### src/design/pcxrle_pkg.sv
// ----------------------------------------------------------------------------
// pcxrle_pkg
// Shared types, constants and the microcode program of the PCX RLE decoder.
// ----------------------------------------------------------------------------
package pcxrle_pkg;

  // Register file
  localparam int unsigned CFG_W     = 13;
  localparam int unsigned CFG_IDX_W = 1;
  localparam logic [CFG_IDX_W-1:0] REG_LINE_WIDTH = 1'b0;
  localparam logic [CFG_IDX_W-1:0] REG_LINE_COUNT = 1'b1;
  localparam logic [CFG_W-1:0]     LINE_WIDTH_RST = 13'd320;
  localparam logic [CFG_W-1:0]     LINE_COUNT_RST = 13'd256;

  // Field widths
  localparam int unsigned IDX_W  = 8;
  localparam int unsigned RGB_W  = 24;
  localparam int unsigned CH_W   = 8;
  localparam int unsigned ROW_W  = 12;
  localparam int unsigned COL_W  = 13;
  localparam int unsigned CNT_W  = 6;
  localparam int unsigned IN_DW  = 40;
  localparam int unsigned OUT_DW = 56;

  localparam int unsigned PAL_DEPTH = 256;

  localparam logic [7:0]      RUN_MARK = 8'hC0;
  localparam logic [7:0]      RUN_MASK = 8'h3F;
  localparam logic [CH_W-1:0] OPAQUE   = 8'd255;

  // Microcode
  localparam int unsigned PC_W = 4;

  typedef enum logic [3:0] {
    ACT_NONE,
    ACT_LATCH,
    ACT_PAL_WR,
    ACT_SET_FIN,
    ACT_CLR_RUN,
    ACT_MARK,
    ACT_LOAD,
    ACT_SETUP,
    ACT_EMIT,
    ACT_ADVANCE
  } act_e;

  typedef enum logic [1:0] {
    WAIT_NONE,
    WAIT_IN,
    WAIT_OUT
  } wait_e;

  typedef enum logic [3:0] {
    COND_NONE,
    COND_ALWAYS,
    COND_FUNC0,
    COND_FINISHED,
    COND_ROW_OVER,
    COND_RUN_ZERO,
    COND_MARK_NEW,
    COND_ZERO_N,
    COND_MORE
  } cond_e;

  typedef struct packed {
    act_e             act;
    wait_e            wt;
    cond_e            cond;
    logic [PC_W-1:0]  target;
  } uword_t;

  typedef struct packed {
    act_e act;
    logic go;
    logic in_ready;
  } ctl_t;

  typedef struct packed {
    logic func0;
    logic finished;
    logic row_over;
    logic run_zero;
    logic mark_new;
    logic zero_n;
    logic more;
    logic in_valid;
    logic out_free;
  } stat_t;

  // Step addresses
  localparam logic [PC_W-1:0] ST_FETCH   = 4'd0;
  localparam logic [PC_W-1:0] ST_T_FUNC  = 4'd1;
  localparam logic [PC_W-1:0] ST_T_FIN   = 4'd2;
  localparam logic [PC_W-1:0] ST_T_ROW   = 4'd3;
  localparam logic [PC_W-1:0] ST_T_RUNZ  = 4'd4;
  localparam logic [PC_W-1:0] ST_T_MARK  = 4'd5;
  localparam logic [PC_W-1:0] ST_LOAD    = 4'd6;
  localparam logic [PC_W-1:0] ST_SETUP   = 4'd7;
  localparam logic [PC_W-1:0] ST_EMIT    = 4'd8;
  localparam logic [PC_W-1:0] ST_ADVANCE = 4'd9;
  localparam logic [PC_W-1:0] ST_PAL_WR  = 4'd10;
  localparam logic [PC_W-1:0] ST_CLR_RUN = 4'd11;
  localparam logic [PC_W-1:0] ST_MARK    = 4'd12;
  localparam logic [PC_W-1:0] ST_SET_FIN = 4'd13;

  function automatic uword_t rom_word(input logic [PC_W-1:0] pc);
    uword_t w;
    w = '{act: ACT_NONE, wt: WAIT_NONE, cond: COND_ALWAYS, target: ST_FETCH};
    case (pc)
      ST_FETCH:   w = '{ACT_LATCH,   WAIT_IN,   COND_NONE,     ST_FETCH};
      ST_T_FUNC:  w = '{ACT_NONE,    WAIT_NONE, COND_FUNC0,    ST_PAL_WR};
      ST_T_FIN:   w = '{ACT_NONE,    WAIT_NONE, COND_FINISHED, ST_FETCH};
      ST_T_ROW:   w = '{ACT_NONE,    WAIT_NONE, COND_ROW_OVER, ST_SET_FIN};
      ST_T_RUNZ:  w = '{ACT_NONE,    WAIT_NONE, COND_RUN_ZERO, ST_CLR_RUN};
      ST_T_MARK:  w = '{ACT_NONE,    WAIT_NONE, COND_MARK_NEW, ST_MARK};
      ST_LOAD:    w = '{ACT_LOAD,    WAIT_NONE, COND_NONE,     ST_FETCH};
      ST_SETUP:   w = '{ACT_SETUP,   WAIT_NONE, COND_ZERO_N,   ST_ADVANCE};
      ST_EMIT:    w = '{ACT_EMIT,    WAIT_OUT,  COND_MORE,     ST_EMIT};
      ST_ADVANCE: w = '{ACT_ADVANCE, WAIT_NONE, COND_ALWAYS,   ST_FETCH};
      ST_PAL_WR:  w = '{ACT_PAL_WR,  WAIT_NONE, COND_ALWAYS,   ST_FETCH};
      ST_CLR_RUN: w = '{ACT_CLR_RUN, WAIT_NONE, COND_ALWAYS,   ST_FETCH};
      ST_MARK:    w = '{ACT_MARK,    WAIT_NONE, COND_ALWAYS,   ST_FETCH};
      ST_SET_FIN: w = '{ACT_SET_FIN, WAIT_NONE, COND_ALWAYS,   ST_FETCH};
      default:    w = '{ACT_NONE,    WAIT_NONE, COND_ALWAYS,   ST_FETCH};
    endcase
    return w;
  endfunction

endpackage

### src/design/pcxrle_seq.sv
// ----------------------------------------------------------------------------
// pcxrle_seq
// Step counter and control store: fetches one control word per cycle, holds
// the step while a wait is unmet, and branches on datapath status.
// ----------------------------------------------------------------------------
module pcxrle_seq (
  input  logic            clk_i,
  input  logic            rst_ni,
  input  pcxrle_pkg::stat_t stat_i,
  output pcxrle_pkg::ctl_t  ctl_o
);
  import pcxrle_pkg::*;

  logic [PC_W-1:0] pc_q, pc_d;
  uword_t          uw;
  logic            go;
  logic            take;

  always_comb begin
    uw = rom_word(pc_q);
    case (uw.wt)
      WAIT_IN:  go = stat_i.in_valid;
      WAIT_OUT: go = stat_i.out_free;
      default:  go = 1'b1;
    endcase
  end

  always_comb begin
    case (uw.cond)
      COND_ALWAYS:   take = 1'b1;
      COND_FUNC0:    take = stat_i.func0;
      COND_FINISHED: take = stat_i.finished;
      COND_ROW_OVER: take = stat_i.row_over;
      COND_RUN_ZERO: take = stat_i.run_zero;
      COND_MARK_NEW: take = stat_i.mark_new;
      COND_ZERO_N:   take = stat_i.zero_n;
      COND_MORE:     take = stat_i.more;
      default:       take = 1'b0;
    endcase
  end

  always_comb begin
    if (!go) begin
      pc_d = pc_q;
    end else if (take) begin
      pc_d = uw.target;
    end else begin
      pc_d = pc_q + PC_W'(1);
    end
  end

  always_comb begin
    ctl_o.act      = uw.act;
    ctl_o.go       = go;
    ctl_o.in_ready = (uw.wt == WAIT_IN);
  end

  always_ff @(posedge clk_i or negedge rst_ni) begin
    if (!rst_ni) begin
      pc_q <= ST_FETCH;
    end else begin
      pc_q <= pc_d;
    end
  end

endmodule

### config.mk
export PLATFORM = sky130hd
export DESIGN_NAME = pcxrle_seq
export DESIGN_NICKNAME = d
export VERILOG_FILES = /design/src/design/pcxrle_pkg.sv /design/src/design/pcxrle_seq.sv
export SDC_FILE = /design/constraint.sdc
export NUM_CORES = 1
export LEC_CHECK = 0
export ABC_AREA = 1
export BUFFER_PORTS_ARGS = -buffer_cell sky130_fd_sc_hd__clkbuf_2
export CORE_MARGIN = 3
export CORE_UTILIZATION = 40
export DETAILED_ROUTE_END_ITERATION = 12
export GPL_TIMING_DRIVEN = 0
export PLACE_DENSITY_LB_ADDON = 0.3
export SLEW_MARGIN = 10
export SYNTH_ARGS = -nofsm -noshare
export SYNTH_HDL_FRONTEND = slang
export SYNTH_SLANG_ARGS = --single-unit
### constraint.sdc
create_clock -name clk_i -period 2.05 [get_ports clk_i]
set_input_delay 0 -clock clk_i [delete_from_list [all_inputs] [get_ports clk_i]]
set_output_delay 0 -clock clk_i [all_outputs]
set_load 0.02 [all_outputs]
# Word-level counts from Yosys, hierarchy flattened
# Memory sizes are Yosys's and may differ from the RTL's.
# Cells that the tools add are included.
# totals
regBits,4
rom_bits,224
input_bits,11
out_inout_bits,6
wordCells,16
mem_count,1
# memory_table
memory,words,word_bits,read_ports,rd_ports_with_merged_regs,write_ports,line_no,source
(no name shown),16,14,1,0,0,pcxrle_pkg.sv:109,case (pc)
# op_classes
addsub,1
n_eq_ne,10
mux,3
# op_table
op,n
4-bit by 3-bit equality test with 1-bit output (second input constant),4
4-bit by 2-bit equality test with 1-bit output (second input constant),2
1-bit one-hot mux with 8 select lines,1
4-bit by 1-bit adder with 4-bit output (second input constant),1
4-bit by 1-bit equality test with 1-bit output (second input constant),1
4-bit equality test (second input constant),1
4-bit 2-to-1 mux,1
2-bit by 1-bit equality test with 1-bit output (second input constant),1
2-bit equality test (second input constant),1
1-bit one-hot mux with 2 select lines,1

# Depth between registers and ports, before layout
# Gate-level depths: netlist of the first run.
# An unclocked memory read counts as a cell.
# depth
depth_word,4
ltp_mapped,15
depth_no_buf,15

# Least setup slack after synthesis of the first run
# No wires, ideal clock.
# synth_path
path_type,reg-to-reg
from,reg pc_q[1]
to,reg pc_q[0]
setup_time_ps,118
arrival_ps,1720
required_ps,1932
path_slack_ps,213
path_stages_with_launch,10
n_path_buf,0
period_less_slack_ps,1837
cell_sequence,dfrtp_1 inv_2 ha_1 nand2_2 nor2_1 inv_1 o21ai_1 inv_1 nand3_1 nand2_1
# synth_rtl
element,line_no,source
start: declaration,pcxrle_seq.sv:14,"logic [PC_W-1:0] pc_q, pc_d;"
start signal: assignment,pcxrle_seq.sv:62,pc_q <= pc_d;

# Final worst setup path of the first run
# layout_path
from,reg pc_q[1]
to,reg pc_q[0]
# layout_between
elab_chain_cells,4
elab_cells_between_ends,14
classes_between,eq/ne: 10; mux: 3; memory: 1
# layout_lines
element,line_no,source
memory 16 x 14 bit (*),-,
4-bit equality test (tied with other cells),pcxrle_seq.sv:29,case (uw.cond)
1-bit one-hot mux with 8 select lines,pcxrle_seq.sv:29,
4-bit 2-to-1 mux,pcxrle_seq.sv:45,end else if (take) begin
# Every way passes the cells marked *; elsewhere a longest branch is shown, timed or not.
# A chain may end at the register's enable or synchronous reset.

==> impl_metrics.json, run 1 <==
{
  "outcome": "complete, no violations",
  "synthAdderAreaFrac_pct": 7.29,
  "placement.io_buffers": 16,
  "endpoint_kind": "register",
  "layout.cells.non_filler": 141,
  "grt_pass1_vias": 562,
  "reg_top3": "pc_q x4",
  "wire_per_inst_um": 10.9,
  "slowest_delay_ns": 0.45,
  "cts_max_level": 1,
  "muxShareOfSynthArea_pct": 0,
  "regArea_um2": 103,
  "dp_hpwl_um": 1230,
  "largest_register_ffs": 4,
  "grt_usage_pct": 15.0,
  "drive_gt1_share_pct": 41.6,
  "vias": 704,
  "yosysWarnings": 0,
  "synth-compound-area-share_pct": 13.7,
  "whs_ns": 0.0596,
  "synth-simple-area-share_pct": 49.9,
  "cts_max_path_buffers": 2,
  "p_per_area_nw_per_um2": 2090,
  "cap_violations": 0,
  "drc_errors": 0,
  "antenna_found_initial": 0,
  "ir_drop_uv": 932,
  "grt_max_degree": 11,
  "cts_root_buf": "clkbuf_4",
  "die-area_um2": 2250,
  "initial_core_util_pct": 44.1,
  "ys_seq_area_share_pct": 14.6,
  "crit_fanout": 7,
  "clk-insertion-delay-late_ns": 0.23,
  "netlist_area_um2": 687,
  "fp.coreArea_um2": 1560,
  "required_ns": 2.17,
  "first_iter_violations": 20,
  "fin_nets": 142,
  "p_leak_nw": 0.455,
  "clkSinkCount": 4,
  "ys_types": 27,
  "avgSynthCellArea_um2": 6.73,
  "ios": 17,
  "synth_xor_area_share_pct": 1.28,
  "final-setup-viol-count": 0,
  "gp_congestion": 0.795,
  "start_kind": "register",
  "cts_tree": "done",
  "top_register": "pc_q",
  "die_w_um": 47.4,
  "arrival_ns": 2.06,
  "syn_nets": 117,
  "path_cells": "inv_4 > ha_1 > inv_1 > nand2_1 > nand3_2 > clkinv_1 > nand3_2 > o21ai_1 > nor2_4 > nand2_4 > nand2_1 > nand3_1 > nand2_1",
  "fin_worst_skew_ns": 0.00315,
  "synth_cells": 102,
  "path_class": "register to register",
  "die_h_um": 47.4,
  "slew_headroom_pct": 82.0,
  "cts.reportedPaths.clkPinSlew_ns": 0.04,
  "fin_crit_sh_pct": 94.8,
  "min_path_type": "primary input to register",
  "tightest_slew_ns": 0.269,
  "utilization_pct": 54.6,
  "synth-seq-cells": 4,
  "cp_slowest_cell": "dfrtp_2",
  "rows": 14,
  "wl_um": 1540,
  "grt_pass1_wl_um": 2390,
  "hold_violations": 0,
  "multi_input_area_um2": 499,
  "fill_cells": 170,
  "synth_top_family_by_area": "simple AND/OR/NAND/NOR gates",
  "area_growth_syn_to_layout_pct": 23.9,
  "gr-total-overflow": 0,
  "slew_viol_final": 0,
  "min_period_ns": 1.94,
  "cts_buffers": 3,
  "dr.pass1.iters": 4,
  "clock.fmax_ghz": 0.515,
  "placed_cells": 134,
  "vias_per_cell": 4.99,
  "crit_top_cell": "nand2_1",
  "antenna_cells": 0,
  "ant_nets": 0
}
==> placed cells by master (no fill, tap or decap), types with 2 or more instances in the layout <==
cell type / n
o21ai_0: 5
nand3_2: 2
buf_6: 2
clkbuf_2: 16
clkbuf_4: 3
nand2_1: 22
ha_1: 4
nor3_1: 2
inv_2: 5
nand2_2: 6
buf_4: 4
nor2_1: 10
inv_1: 7
dfrtp_2: 2
nor2_8: 2
dfrtp_1: 2
a21oi_1: 2
nand4_1: 4
o21ai_2: 2
nand3_1: 9
nand2_4: 3
==> synthesized netlist by cell type <==
| master | number | area (um2) |
|---|---|---|
| ha_1 | 4 | 50.1 |
| nor2_4 | 1 | 11.3 |
| a21oi_1 | 2 | 10.0 |
| nand2_1 | 22 | 82.6 |
| nor3_1 | 2 | 10.0 |
| buf_6 | 2 | 22.5 |
| inv_1 | 9 | 33.8 |
| inv_6 | 1 | 8.76 |
| nor2_8 | 2 | 40.0 |
| o21ai_0 | 5 | 25.0 |
| dfrtp_1 | 4 | 100 |
| o31ai_1 | 1 | 7.51 |
| nand3_2 | 2 | 20.0 |
| a21oi_2 | 1 | 8.76 |
| a21oi_4 | 1 | 16.3 |
| o211ai_1 | 1 | 7.51 |
| nand2_4 | 3 | 33.8 |
| nand3_1 | 9 | 45.0 |
| nand4_1 | 4 | 25.0 |
| inv_2 | 4 | 15.0 |
| clkinv_1 | 1 | 3.75 |
| buf_4 | 1 | 7.51 |
| xor2_1 | 1 | 8.76 |
| o21ai_1 | 2 | 10.0 |
| nand2_2 | 6 | 37.5 |
| o21ai_2 | 1 | 8.76 |
| nor2_1 | 10 | 37.5 |
==> metal layers <==
| metal | up-vias | global-route usage, % | part of all wire, % |
|---|---|---|---|
| met4 | 0 | 7.73 | 0 |
| li1 | 381 | - | - |
| met1 | 310 | 21.0 | 49 |
| met2 | 13 | 21.9 | 49 |
| met3 | 0 | 2.26 | 2.4 |
| met5 | - | 0 | 0 |
==> kinds of logic after synthesis <==
kind of cell | after synthesis
flops | 4
compound gates | 14
fa+ha+maj | 4
simple gates | 61
xor+xnor | 1
buf+inv | 18
==> power by group <==
part           total, mW  leakage, nW  internal [mW]  switching, mW
combinational       1.49        0.394          0.553          0.938
clock             0.0974       0.0138         0.0655         0.0319
sequential         0.188       0.0467          0.132         0.0557
total               1.78        0.455          0.750           1.03
==> what timing repair did <==
| item | in CTS | in global routing |
|---|---|---|
| setup buffers | 0 | 3 |
| hold buffers | 1 | 0 |
| hold endpoints to repair | 4 | 0 |
| gates resized for setup | 3 | 3 |
| setup endpoints to repair | 3 | 5 |
==> final cells by class <==
type                            instances  area share, %
Timing Repair Buffer                   20           13.2
Multi-Input combinational cell         80           58.7
Tap cell                               16           2.35
Buffer                                  3           3.53
Clock buffer                            3           2.65
Inverter                               15           7.50
Sequential cell                         4           12.1
==> worst max-delay path, delay by kind of cell (launching register included) <==
kind,cells,cell delay [ns]
adders and majority gates,1,0.30
and+or+nand+nor,8,0.59
AOI/OAI and AO/OA,1,0.25
DFF,1,0.45
buffers and inverters,3,0.24
==> stage by stage <==
step           setup slack (ns)  power, mW  TNS, ns  instance area, um2
2_1_floorplan             0.213       1.35        0                 687
3_3_place_gp             0.0623       1.60        0                 787
3_5_place_dp            0.00213       1.61        0                 787
4_1_cts                  0.0744       1.73        0                 826
5_1_grt                -0.00767       1.96  -0.0130                 851
6_report                  0.108       1.78        0                 851
==> final timing paths <==
| check | from | to | slack, ns | cells past startpoint |
|---|---|---|---|---|
| max in group asynchronous | rst_ni | pc_q[0] | 1.81 | 2 |
| worst max register to register | pc_q[1] | pc_q[0] | 0.11 | 13 |
| min in group asynchronous | rst_ni | pc_q[2] | 0.11 | 2 |
| worst min register to register | pc_q[1] | pc_q[1] | 0.62 | 2 |
| worst max-delay path | pc_q[1] | pc_q[0] | 0.11 | 13 |
| worst min-delay path | stat_i[0] | pc_q[3] | 0.06 | 4 |
(Power assumes the default switching activity.)
==> run 2: changes to the inputs <==
Settings changed: CORE_UTILIZATION 40 to 51.
==> impl_metrics.json, run 2 (same netlist as run 1, synthesis figures left out) <==
{
  "outcome": "complete, no violations",
  "layout.cells.non_filler": 141,
  "final-setup-viol-count": 0,
  "ir_drop_uv": 1190,
  "fin_worst_skew_ns": 0.0155,
  "endpoint_kind": "output pin",
  "mostFrequentLayoutCell": "nand2_1",
  "crit_fanout": 6,
  "netSwitchingFraction_pct": 57.6,
  "placement.io_buffers": 16,
  "slew_viol_final": 0,
  "dp_slack_ns": -0.000709,
  "vias_per_cell": 5.09,
  "grt_max_degree": 11,
  "placed_area_um2": 785,
  "fin_total_pwr_mw": 1.83,
  "cts_max_path_buffers": 2,
  "final_cell_mix": "nand2_1, clkbuf_2, nor2_1, inv_1, nand3_1",
  "ant_nets": 0,
  "utilization_pct": 72.9,
  "tightest_slew_ns": 0.254,
  "hold_violations": 0,
  "rrSetupSlack_ns": 0.19,
  "switchingPower_mw": 1.05,
  "dp_hpwl_um": 1240,
  "cap_violations": 0,
  "min_path_type": "primary input to register",
  "die-area_um2": 1820,
  "largest_register_ffs": 4,
  "die_w_um": 42.7,
  "fin_tns_setup_ns": 0,
  "area_growth_syn_to_layout_pct": 25.9,
  "grt_pass1_vias": 592,
  "first_iter_violations": 22,
  "clk-insertion-delay-late_ns": 0.25,
  "p_leak_nw": 0.471,
  "drive_gt1_share_pct": 42.5,
  "wl_um": 1620,
  "gr-total-overflow": 0,
  "fp.coreArea_um2": 1190,
  "ios": 17,
  "fill_cells": 108,
  "p_seq_share_pct": 9.6,
  "rows": 12,
  "antenna_cells": 0,
  "path_class": "register to output pin",
  "clkPwrFrac_pct": 5.7,
  "clkSinkCount": 4,
  "grt_usage_pct": 18.1,
  "clock.fmax_ghz": 0.511,
  "p_int_mw": 0.775,
  "worstSetupEndpoint": "ctl_o[1]",
  "die_h_um": 42.7,
  "fin_ws_ns": 0.0912,
  "fin_nets": 144,
  "reg2reg_from": "pc_q[1]",
  "top_register": "pc_q",
  "fin_crit_sh_pct": 95.6,
  "antenna_found_initial": 0,
  "p_per_area_nw_per_um2": 2110,
  "placed_cells": 132,
  "cts.reportedPaths.clkPinSlew_ns": 0.05,
  "design_area_um2": 865,
  "arrival_ns": 1.96,
  "vias": 717,
  "drc_errors": 0,
  "initial_core_util_pct": 57.9,
  "grt_pass1_wl_um": 2550,
  "min_period_ns": 1.96,
  "cts_max_level": 1,
  "reg_top3": "pc_q x4",
  "r2r_end": "pc_q[0]",
  "whs_ns": 0.0521,
  "slew_headroom_pct": 83.0,
  "cts_tree": "done",
  "wire_per_inst_um": 11.5,
  "crit_start": "pc_q[1]",
  "cts_buffers": 3,
  "combPwrFrac_pct": 84.7,
  "reg2reg_depth": 13,
  "required_ns": 2.05,
  "dr.pass1.iters": 4,
  "cts_root_buf": "clkbuf_4",
  "start_kind": "register",
  "gp_congestion": 0.888
}
==> run 2: how the worst min path moves through the flow <==
stage / depth (start not counted) / slack, ns / startpoint / to
3_5_place_dp: 1 / -0.19 / rst_ni / pc_q[3]
4_1_cts: 4 / 0.06 / stat_i[0] / pc_q[3]
6_report: 3 / 0.05 / stat_i[1] / pc_q[2]
5_1_grt: 3 / 0.07 / stat_i[1] / pc_q[2]
2_1_floorplan: 0 / -0.30 / rst_ni / pc_q[0]
3_3_place_gp: 1 / -0.19 / rst_ni / pc_q[1]
==> run 2: per-layer routing <==
layer  up-vias  routed length, um  global-route usage, %
met5         -                  0                      0
met4         0                 11                   4.35
met3         3                 84                   4.66
met2        22                785                   26.0
met1       312                740                   26.3
li1        380                  -                      -
==> run 2: power by group through the flow <==
stage          Clock [mW]  Combinational (mW)  Sequential (mW)
2_1_floorplan           0                1.18            0.169
3_3_place_gp            0                1.40            0.184
3_5_place_dp            0                1.42            0.188
4_1_cts             0.104                1.44            0.186
5_1_grt             0.110                1.71            0.185
6_report            0.105                1.55            0.175
==> run 2: cell type report <==
class / count / area [um2] / share of cell area (%)
Buffer: 3 / 30.0 / 3.47
Clock buffer: 3 / 22.5 / 2.60
Timing Repair Buffer: 22 / 128 / 14.8
Inverter: 15 / 61.3 / 7.09
Sequential cell: 4 / 103 / 11.9
Multi-Input combinational cell: 80 / 503 / 58.2
Tap cell: 14 / 17.5 / 2.03
==> run 2: critical path, cell delays in order, from the launching register on <==
cell and delay [ns]:
dfrtp_2 0.44, inv_2 0.10, ha_1 0.22, nand2_2 0.12, nor2_8 0.12, inv_2 0.07
nor2_1 0.10, inv_1 0.08, o21ai_2 0.09, inv_1 0.11, buf_4 0.14, clkbuf_2 0.14
==> run 2: what timing repair did <==
action / in CTS / in global routing
buffers inserted: 0 / 5
setup endpoints to repair: 2 / 5
pin swaps: 0 / 0
endpoints found under the hold margin: 4 / 0
gates resized for setup: 2 / 3
hold buffers: 1 / 0
